===== config.mk =====
export PLATFORM = sky130hd
export DESIGN_NAME = unsigned_minifloat_add_mul_convert_top
export DESIGN_NICKNAME = d
export VERILOG_FILES = /design/src/hdl/umf_pkg.sv /design/src/hdl/umf_mul.sv /design/src/hdl/umf_front.sv /design/src/hdl/unsigned_minifloat_add_mul_convert_top.sv
export SDC_FILE = /design/constraint.sdc
export NUM_CORES = 2
export LEC_CHECK = 0
export BUFFER_PORTS_ARGS = -buffer_cell sky130_fd_sc_hd__buf_4
export CAP_MARGIN = 0
export CORE_ASPECT_RATIO = 0.75
export CORE_MARGIN = 1.5
export CORE_UTILIZATION = 60
export CTS_CLUSTER_DIAMETER = 40
export DETAILED_ROUTE_END_ITERATION = 8
export PLACE_DENSITY_LB_ADDON = 0.1
export REMOVE_ABC_BUFFERS = 1
export SLEW_MARGIN = 20
export SYNTH_ARGS = -nofsm -noshare
export SYNTH_HDL_FRONTEND = slang
export SYNTH_HIERARCHICAL = 1
export SYNTH_SLANG_ARGS = --single-unit

===== constraint.sdc =====
create_clock -name clk -period 14.4 [get_ports clk]
set_input_delay 2.88 -clock clk [delete_from_list [all_inputs] [get_ports clk]]
set_output_delay 2.88 -clock clk [all_outputs]
set_load 0.1 [all_outputs]

===== src/hdl/umf_pkg.sv =====
// Package with shared constants and types for the minifloat arithmetic unit.
`default_nettype none
package umf_pkg;
    localparam int EXP_BITS_DEF = 8;
    localparam int MAN_BITS_DEF = 23;
    localparam int D_MAN = 52;
    localparam int D_EXP = 11;
    localparam int D_BIAS = 1023;
    localparam logic [63:0] D_INF = 64'h7ff0000000000000;

    typedef enum logic [1:0] {
        FN_ADD = 2'd0,
        FN_MUL = 2'd1,
        FN_FROM_D = 2'd2,
        FN_TO_D = 2'd3
    } func_t;
endpackage
`default_nettype wire


===== src/hdl/umf_mul.sv =====
// Pipelined mantissa product (mx*my) >> MAN_BITS, split into 26x26-bit partial products.
`default_nettype none
module umf_mul import umf_pkg::*;
#(
    parameter int MAN_BITS = MAN_BITS_DEF
)
(
    input  wire logic                clk,
    input  wire logic                en,
    input  wire logic [MAN_BITS-1:0] x,
    input  wire logic [MAN_BITS-1:0] y,
    output logic      [MAN_BITS:0]   prod
);
    localparam int H = 26;
    logic [51:0] xw, yw;
    logic [51:0] ll_reg, lh_reg, hl_reg, hh_reg;
    logic [104:0] full;

    assign xw = 52'(x);
    assign yw = 52'(y);

    // Stage one: four 26x26 partial products, each in a register.
    always_ff @(posedge clk)
    begin
        if (en)
        begin
            ll_reg <= xw[H-1:0] * yw[H-1:0];
            lh_reg <= xw[H-1:0] * yw[51:H];
            hl_reg <= xw[51:H] * yw[H-1:0];
            hh_reg <= xw[51:H] * yw[51:H];
        end
    end

    assign full = 105'(ll_reg) + (105'(lh_reg) << H) + (105'(hl_reg) << H)
                + (105'(hh_reg) << (2 * H));
    // The product stays below 2^(2M), so the shifted value fits M+1 bits.
    assign prod = (MAN_BITS + 1)'(full >> MAN_BITS);
endmodule
`default_nettype wire


===== src/hdl/umf_front.sv =====
// First stage logic: operand decode, add alignment, multiply exponent and mantissa sums, and conversions.
`default_nettype none
module umf_front import umf_pkg::*;
#(
    parameter int EXP_BITS = EXP_BITS_DEF,
    parameter int MAN_BITS = MAN_BITS_DEF
)
(
    input  wire logic [1:0]                   func,
    input  wire logic [63:0]                  operand_a,
    input  wire logic [63:0]                  operand_b,
    output logic      [EXP_BITS+1:0]          exp_s,
    output logic      [MAN_BITS+1:0]          man_s,
    output logic      [63:0]                  direct,
    output logic                              is_direct
);
    localparam int W = EXP_BITS + MAN_BITS;
    localparam int BIAS = (1 << (EXP_BITS - 1)) - 1;
    logic [W-1:0] x, y;
    logic [EXP_BITS-1:0] ex, ey, eb, es;
    logic [MAN_BITS-1:0] mx, my, mb, ms;
    logic [EXP_BITS-1:0] d;
    logic [MAN_BITS:0] hid;
    logic [12:0] fe;
    logic [62:0] dbits;
    logic [D_EXP-1:0] te;

    always_comb
    begin
        x = operand_a[W-1:0];
        y = operand_b[W-1:0];
        ex = x[W-1:MAN_BITS];
        ey = y[W-1:MAN_BITS];
        mx = x[MAN_BITS-1:0];
        my = y[MAN_BITS-1:0];
        if (ex >= ey)
        begin
            eb = ex; mb = mx; es = ey; ms = my;
        end
        else
        begin
            eb = ey; mb = my; es = ex; ms = mx;
        end
        d = eb - es;
        hid = {1'b1, ms};
        exp_s = '0;
        man_s = '0;
        direct = '0;
        is_direct = 1'b0;
        dbits = operand_a[62:0];
        fe = 13'(dbits[62:D_MAN]) - 13'(D_BIAS) + 13'(BIAS);
        te = D_EXP'(ex) + D_EXP'(D_BIAS - BIAS);
        case (func)
            FN_ADD:
            begin
                if (x == '0)
                begin
                    is_direct = 1'b1; direct = 64'(y);
                end
                else if (y == '0)
                begin
                    is_direct = 1'b1; direct = 64'(x);
                end
                else
                begin
                    exp_s = (EXP_BITS + 2)'(eb);
                    man_s = (MAN_BITS + 2)'(mb);
                    if (32'(d) <= MAN_BITS)
                        man_s = man_s + (MAN_BITS + 2)'(hid >> d);
                end
            end
            FN_MUL:
            begin
                if (x == '0 || y == '0)
                begin
                    is_direct = 1'b1; direct = '0;
                end
                else
                begin
                    exp_s = (EXP_BITS + 2)'(ex) + (EXP_BITS + 2)'(ey)
                          - (EXP_BITS + 2)'(BIAS);
                    man_s = (MAN_BITS + 2)'(mx) + (MAN_BITS + 2)'(my);
                end
            end
            FN_FROM_D:
            begin
                is_direct = 1'b1;
                if (dbits == '0)
                    direct = '0;
                else if (fe[12])
                    direct = '0;
                else if (fe > 13'(2 * BIAS))
                    direct = 64'({{EXP_BITS{1'b1}}, {MAN_BITS{1'b0}}});
                else
                    direct = 64'({fe[EXP_BITS-1:0],
                                  dbits[D_MAN-1 -: MAN_BITS]});
            end
            default:
            begin
                is_direct = 1'b1;
                if (x == '0)
                    direct = '0;
                else if (x == {{EXP_BITS{1'b1}}, {MAN_BITS{1'b0}}})
                    direct = D_INF;
                else
                    direct = {1'b0, te, mx, {(D_MAN - MAN_BITS){1'b0}}};
            end
        endcase
    end
endmodule
`default_nettype wire


===== src/hdl/unsigned_minifloat_add_mul_convert_top.sv =====
// Top level of the pipelined unsigned minifloat add, multiply and convert unit.
//
// One input channel (func, operand_a, operand_b with valid/stall) and one
// output channel (result with valid/stall). A transfer happens at a rising
// edge where valid is high and stall is low.
// Pipeline: stage 1 decodes, aligns the add operands, adds mantissas for
// multiply and finishes conversions, while the mantissa multiplier registers
// its four partial products beside it; stage 2 holds the summed mantissa
// with the product term folded in; stage 3 holds the packed result
// after renormalization and overflow/underflow checks. Throughput is one
// transfer per cycle while the output is not stalled; the multiplier's
// partial product register sets the stage split.
// The whole pipeline advances only when the output stage is empty or its
// result is taken, so a stall at the output holds every stage and neither
// loses nor repeats an item; input stall is driven by that same condition.
// Reset clears all valid bits; data registers are not reset.
`default_nettype none
module unsigned_minifloat_add_mul_convert_top import umf_pkg::*;
#(
    parameter int EXP_BITS = EXP_BITS_DEF,
    parameter int MAN_BITS = MAN_BITS_DEF
)
(
    input  wire logic        clk,
    input  wire logic        rst_n,
    input  wire logic        in_valid,
    output logic             in_stall,
    input  wire logic [1:0]  func,
    input  wire logic [63:0] operand_a,
    input  wire logic [63:0] operand_b,
    output logic             out_valid,
    input  wire logic        out_stall,
    output logic [63:0]      result
);
    localparam int W = EXP_BITS + MAN_BITS;
    localparam logic [EXP_BITS-1:0] EXP_MAX = '1;

    logic adv;
    logic [EXP_BITS+1:0] exp_s;
    logic [MAN_BITS+1:0] man_s;
    logic [63:0] direct;
    logic is_direct;
    logic [MAN_BITS:0] prod;

    logic v1_reg, v2_reg, v3_reg;
    logic [EXP_BITS+1:0] e1_reg, e2_reg;
    logic [MAN_BITS+1:0] m1_reg, m2_reg;
    logic [63:0] d1_reg, d2_reg, r3_reg;
    logic dir1_reg, dir2_reg, mul1_reg;
    logic [63:0] r3_next;
    logic [MAN_BITS+1:0] msum;
    logic [EXP_BITS+1:0] efin;
    logic [MAN_BITS-1:0] mfin;

    assign adv = !v3_reg || !out_stall;
    assign in_stall = !adv;
    assign out_valid = v3_reg;
    assign result = r3_reg;

    umf_front #(.EXP_BITS(EXP_BITS), .MAN_BITS(MAN_BITS)) u_front
    (
        .func(func), .operand_a(operand_a), .operand_b(operand_b),
        .exp_s(exp_s), .man_s(man_s), .direct(direct), .is_direct(is_direct)
    );

    umf_mul #(.MAN_BITS(MAN_BITS)) u_mul
    (
        .clk(clk), .en(adv),
        .x(operand_a[MAN_BITS-1:0]), .y(operand_b[MAN_BITS-1:0]),
        .prod(prod)
    );

    always_ff @(posedge clk or negedge rst_n)
    begin
        if (!rst_n)
        begin
            v1_reg <= 1'b0;
            v2_reg <= 1'b0;
            v3_reg <= 1'b0;
        end
        else if (adv)
        begin
            v1_reg <= in_valid;
            v2_reg <= v1_reg;
            v3_reg <= v2_reg;
        end
    end

    always_ff @(posedge clk)
    begin
        if (adv)
        begin
            e1_reg <= exp_s;
            m1_reg <= man_s;
            d1_reg <= direct;
            dir1_reg <= is_direct;
            mul1_reg <= (func == FN_MUL);
            e2_reg <= e1_reg;
            m2_reg <= mul1_reg ? m1_reg + (MAN_BITS + 2)'(prod) : m1_reg;
            d2_reg <= d1_reg;
            dir2_reg <= dir1_reg;
            r3_reg <= r3_next;
        end
    end

    // Renormalize: a carry past the hidden one shifts right and bumps the
    // exponent. The exponent is signed (two guard bits) for product underflow.
    always_comb
    begin
        msum = m2_reg;
        efin = e2_reg;
        if (msum[MAN_BITS+1:MAN_BITS] != 2'b00)
        begin
            efin = e2_reg + 1'b1;
            msum = (msum >> 1) - ((MAN_BITS + 2)'(1) << (MAN_BITS - 1));
        end
        mfin = msum[MAN_BITS-1:0];
        if (dir2_reg)
            r3_next = d2_reg;
        else if (efin[EXP_BITS+1])
            r3_next = '0;
        else if (efin[EXP_BITS:0] >= (EXP_BITS + 1)'(EXP_MAX))
            r3_next = 64'({EXP_MAX, {MAN_BITS{1'b0}}});
        else
            r3_next = 64'({efin[EXP_BITS-1:0], mfin});
    end

    a_hold: assert property (@(posedge clk) disable iff (!rst_n)
        out_valid && out_stall |=> out_valid && $stable(result))
        else $error("held result changed");
    a_stall: assert property (@(posedge clk) disable iff (!rst_n)
        in_stall |-> out_valid && out_stall)
        else $error("input stalled without output stall");
    a_width: assert property (@(posedge clk) disable iff (!rst_n)
        v2_reg && !dir2_reg && adv |=> r3_reg[63:W] == '0)
        else $error("minifloat result has upper bits set");
    a_flow: assert property (@(posedge clk) disable iff (!rst_n)
        !in_stall && in_valid |=> v1_reg)
        else $error("accepted item not captured");
endmodule
`default_nettype wire


After elaboration in Yosys (flattened, before gate mapping)
Index checks and enable logic that the tools add are counted.
W data, S select, Z words.
{"block": "word_totals", "regBits": 314, "inputBits": 134, "output_inout_bits": 66, "word_cells": 75}
{"block": "op_classes", "n_mux": 31, "n_eq_ne": 3, "reduce_logical": 10, "addsub": 11, "n_shift": 1, "n_mul": 1, "n_lt_le_gt_ge": 4}
{"cell": "$mux W64", "n": 5}
{"cell": "$pmux W64 S3", "n": 1}
{"cell": "$mux W25", "n": 5}
{"cell": "$mux W31", "n": 4}
{"cell": "$mux W23", "n": 3}
{"cell": "$logic_not A63 Y1", "n": 1}
{"cell": "$mux W63", "n": 1}
{"cell": "$logic_not A31 Y1", "n": 2}
{"cell": "$pmux W25 S2", "n": 1}
{"cell": "$mul A23 B23 Y46", "n": 1}
{"cell": "$eq A31 B31 Y1 const B", "n": 1}
{"cell": "$mux W10", "n": 3}
{"cell": "$add A23 B25 Y25", "n": 1}
{"cell": "$add A25 B23 Y25", "n": 1}
{"cell": "$shr A24 B8 Y25", "n": 1}
{"cell": "$add A23 B23 Y24", "n": 1}
{"cell": "$mux W8", "n": 3}
{"cell": "$sub A23 B23 Y23 const B", "n": 1}
{"cell": "$pmux W10 S2", "n": 1}
{"cell": "$add A13 B7 Y13 const B", "n": 1}
{"cell": "$gt A13 B8 Y1 const B", "n": 1}
{"cell": "$sub A11 B10 Y12 const B", "n": 1}
{"cell": "$add A8 B10 Y11 const B", "n": 1}
{"cell": "$add A10 B1 Y10 const B", "n": 1}
{"cell": "other kinds (14)", "n": 19}

Longest topological paths before layout
{"block": "depth", "ltp_word": 9, "depth_mapped": 33, "depth_no_buf": 29}

By module
The synthesis kept the hierarchy.
{"module": "umf_mul", "cells_per_inst": 1996, "instances": 1, "area_per_inst_um2": 17939.7, "seq_area_each_um2": 690.7}
{"module": "unsigned_minifloat_add_mul_convert_top", "cells_per_inst": 668, "instances": 1, "area_per_inst_um2": 10831.6, "seq_area_each_um2": 8032.7}
{"module": "umf_front", "cells_per_inst": 1028, "instances": 1, "area_per_inst_um2": 7045.5, "seq_area_each_um2": 0.0}

Worst setup path before layout
OpenSTA, ideal clock, no wires.
{"block": "synth_timing", "path_kind": "input-to-output", "from": "input out_stall", "to": "output in_stall", "t_arrival_ns": 12.065, "required_ns": 11.520, "path_buffers": 0, "slack_ns": -0.545, "stages": 2, "cell_sequence": "nand2_1 > inv_1"}
{"block": "synth_via", "elab_chain_len": 3}
{"item": "start: declaration", "line": "unsigned_minifloat_add_mul_convert_top.sv:32", "rtl": "input wire logic out_stall,"}
{"item": "$logic_not A1 Y1", "line": "unsigned_minifloat_add_mul_convert_top.sv:55", "rtl": "assign adv = !v3_reg || !out_stall;"}
{"item": "$logic_or A1 B1 Y1", "line": "unsigned_minifloat_add_mul_convert_top.sv:55"}
{"item": "$logic_not A1 Y1", "line": "unsigned_minifloat_add_mul_convert_top.sv:56", "rtl": "assign in_stall = !adv;"}
{"item": "end: declaration", "line": "unsigned_minifloat_add_mul_convert_top.sv:27", "rtl": "output logic in_stall,"}
Every way passes these cells.

Worst setup path after layout
{"block": "layout_timing", "from": "input operand_a[23]", "to": "register m1_reg[22] (data pin)"}
{"block": "layout_via", "elab_chain_len": 9, "elab_cells_between_ends": 16, "cone_classes": "add/sub (2); order compare (2); shift (1); mux (9); reduce/logical (2)"}
{"item": "start: declaration", "line": "unsigned_minifloat_add_mul_convert_top.sv:29", "rtl": "input wire logic [63:0] operand_a,"}
{"item": "$ge A8 B8 Y1", "line": "umf_front.sv:36", "rtl": "if (ex >= ey)"}
{"item": "$mux W8", "line": "umf_front.sv:36"}
{"item": "$sub A8 B8 Y8", "line": "umf_front.sv:44", "rtl": "d = eb - es;"}
{"item": "$shr A24 B8 Y25", "line": "umf_front.sv:69", "rtl": "man_s = man_s + (MAN_BITS + 2)'(hid >> d);"}
{"item": "$add A23 B25 Y25", "line": "umf_front.sv:69"}
{"item": "$mux W25", "line": "umf_front.sv:68", "rtl": "if (32'(d) <= MAN_BITS)"}
{"item": "$mux W25", "line": "umf_front.sv:60", "rtl": "else if (y == '0)"}
{"item": "$mux W25", "line": "umf_front.sv:56", "rtl": "if (x == '0)"}
{"item": "$pmux W25 S2 *", "line": "umf_front.sv:53", "rtl": "case (func)"}
{"item": "named net man_s[22]", "line": "unsigned_minifloat_add_mul_convert_top.sv:40", "rtl": "logic [MAN_BITS+1:0] man_s;"}
{"item": "end signal: assignment", "line": "unsigned_minifloat_add_mul_convert_top.sv:94", "rtl": "m1_reg <= man_s;"}
{"item": "end: declaration", "line": "unsigned_minifloat_add_mul_convert_top.sv:47", "rtl": "logic [MAN_BITS+1:0] m1_reg, m2_reg;"}
The timed path passes the listed nets; every way through them passes the cells marked *.
A chain may end at the register's enable or synchronous reset.

==> flow_summary_export.csv <==
group,metric,value,unit
layout,finish.utilization,0.652,
min_path,min_from,"d1_reg[0]",
timing,hold_viol_final,0,
logic_synthesis,synth_area,35800,µm²
logic_synthesis,synth_xor_area_frac,0.0264,
critical_path,required,14.68,ns
drt,via_per_inst,6.21,
place,dpl_cell_area,37400,µm²
clock_network,postCtsHoldBufs,0,
critical_path,r2r_slack,10.20,ns
drt,first_iter_violations,3072,
logic_synthesis,synth_ff_type,"edfxtp_1",
clock_network,clk_pin_slew,0.06,ns
min_path,hold_path_end,"d2_reg[0]",
timing,tns,0,ns
critical_path,cp_slowest_stage_delay,0.95,ns
critical_path,reg2reg_to,"u_mul/ll_reg[41]",
outcome,status,"completed",
min_path,hold_depth,0,
clock_network,clock-sinks,291,
clock_network,clockRootBuffer,"clkbuf_16",
logic_synthesis,synth_simple_gate_area_frac,0.163,
logic_synthesis,synth_top_cell_by_area,"fa_1",
clock_network,numCtsBuffers,35,
drt,ant_nets,0,
place,dp_hpwl,74.4,mm
drt,drt-pass1-iter-count,7,
timing,relSlewSlack,0.246,
critical_path,r2r_start,"out_valid",
logic_synthesis,async_flop_share,0.0103,
clock_network,clockBufferDepth,3,
global_routing,grt_overflow_total,0,
timing,maxSlewViolCount,0,
critical_path,crit_type,"in -> reg",
global_routing,antenna_found_initial,7,
clock_network,clkLatencyLatePin,0.53,ns
layout,drive_above_1_share,0.0872,
global_routing,grt_pass1_vias,28400,
place,routabilityCongestion,0.945,
timing,timing_worst_slew_pin_value,1.12,ns
timing,fmax,95.4,MHz
floorplanning,die_x,285,µm
logic_synthesis,synthMuxAreaShare,0.0445,
floorplanning,std_cell_rows,77,
floorplanning,die_area,61200,µm²
logic_synthesis,syn_avg_cell_area,9.70,µm²
place,io_buffers,165,
layout,regArea,8720,µm²
critical_path,endpoint_kind,"flip-flop",
drt,drt_wl_total,106,mm
layout,syn2layout_area_growth,7.40,%
critical_path,arrival,10.75,ns
logic_synthesis,synthAdderAreaFrac,0.338,
min_path,hold_path.class,"reg -> reg",
flow_run,drv_cap,0,
critical_path,crit_top_cell,"a21oi_1",
drt,drcViolationCount,0,
logic_synthesis,synth_compound_area_frac,0.103,
logic_synthesis,ys_seq_area_frac,0.244,
layout,multi_input_area,24200,µm²
logic_synthesis,synth-edff-count,288,
clock_network,htreeDepth,2,
critical_path,cpMaxStageDelayCell,"o31ai_1",
critical_path,rr_worst_depth,4,
timing,rsz0062_at_grt,"no",
floorplanning,initial_core_util,0.607,
place,dpl.cell_count,4478,
drt,wl_per_cell,23.4,µm
clock_network,postCtsSetupRepairBufs,0,
global_routing,grt_max_degree,81,
critical_path,crit_path_start_kind,"input pin",
layout,most-common-layout-cells,"552 x inv_1, 490 x nand2_1, 441 x fa_1",
drt,dr_total_vias,28200,
clock_network,cts_resized,0,
layout,layout_commonest_cell,"inv_1",
layout,fillCellCount,4746,
logic_synthesis,ys_ff_latch,291,
layout,instances_no_fill,4544,
logic_synthesis,synth_cells,3692,
timing,layout_min_cycle_time,10.48,ns
floorplanning,die_h,215,µm
logic_synthesis,yosys_warnings,6,
logic_synthesis,ys_types,108,
global_routing,grt_usage,0.348,
layout,final_nets,4561,
global_routing,grt_pass1_wl,163,mm
timing,skew,0.0184,ns
floorplanning,core,59000,µm²
timing,setup_viol,0,
logic_synthesis,synth_top_family_by_area,"adder cells",
logic_synthesis,synth_top_area_share,0.246,
floorplanning,num_io_pins,200,
clock_network,tritoncts,"done",
layout,final_area,38500,µm²
critical_path,path_max_fanout,29,
timing,period_share,0.728,
logic_synthesis,synthTopCellsByArea,"fa_1 25%, edfxtp_1 24%, ha_1 9.1%",
==> per-stage QoR <==
step / worst slack (ns) / hold WS [ns]
floorplan: -0.545 / 0.400
global placement: 3.78 / 0.401
detailed placement: 3.58 / 0.405
CTS: 4.13 / 0.415
global route: 3.60 / 0.415
finish: 3.92 / 0.413
==> worst max-delay path by stage <==
stage | from | to | slack, ns | depth (start not counted)
4_1_cts | operand_a[23] | m1_reg[22] | 4.13 | 26
3_3_place_gp | operand_a[23] | m1_reg[22] | 3.78 | 26
6_report | operand_a[23] | m1_reg[22] | 3.92 | 29
2_1_floorplan | out_stall | in_stall | -0.54 | 2
3_5_place_dp | operand_a[23] | m1_reg[22] | 3.58 | 26
5_1_grt | operand_a[23] | m1_reg[22] | 3.60 | 29
==> critical path, delay by kind of cell <==
| family | cells | cell delay [ns] |
|---|---|---|
| mux | 2 | 0.51 |
| compound gates | 14 | 3.82 |
| simple gates | 7 | 1.76 |
| buf+inv | 3 | 0.67 |
| fa+ha+maj | 3 | 1.09 |
==> cells in the mapped netlist (all sizes together) (6+ instances only) <==
cell type and instances:
nand4 35, clkbuf 154, nor2 100, o2bb2ai 27
a22oi 39, nor2b 21, nand2 491, a21boi 8
o21a 18, buf 31, o311ai 8, o21ai 102
and3 36, and2 297, o31ai 12, mux2 23
inv 555, a211oi 19, xor2 40, o22ai 28
nor4 26, a22o 14, o211ai 7, xnor2 67
a31oi 14, fa 441, nor3 43, o21bai 15
mux2i 120, or4 6, ha 261, a21oi 125
a21o 41, nand2b 20, or3 12, edfxtp 288
or2 6, mux4 6, nand3 53
==> layout make-up <==
class,instances,area share
antenna,5,0.000325
clock buffer,37,0.0230
clock inverter,24,0.00546
multi-input combinational,2661,0.629
sequential,291,0.227
timing repair buffer,181,0.0353
inverter,555,0.0542
tap,790,0.0257
==> layer usage <==
layer	wire length, µm	GRT usage
met5	15	0.00859
met4	3220	0.111
met3	12700	0.0927
met2	45800	0.510
met1	44700	0.504
==> logic make-up after synthesis <==
logic type               Yosys count
AO/OA/AOI/OAI                    530
multiplexers                     149
flip-flops                       291
other                              2
XOR/XNOR                         107
buffers and inverters            740
AND/OR/NAND/NOR                 1171
adder cells (fa/ha/maj)          702
Power is left out: the tool's default activity adds up to more than one toggle a clock period on the data nets, which glitch-free logic cannot reach.
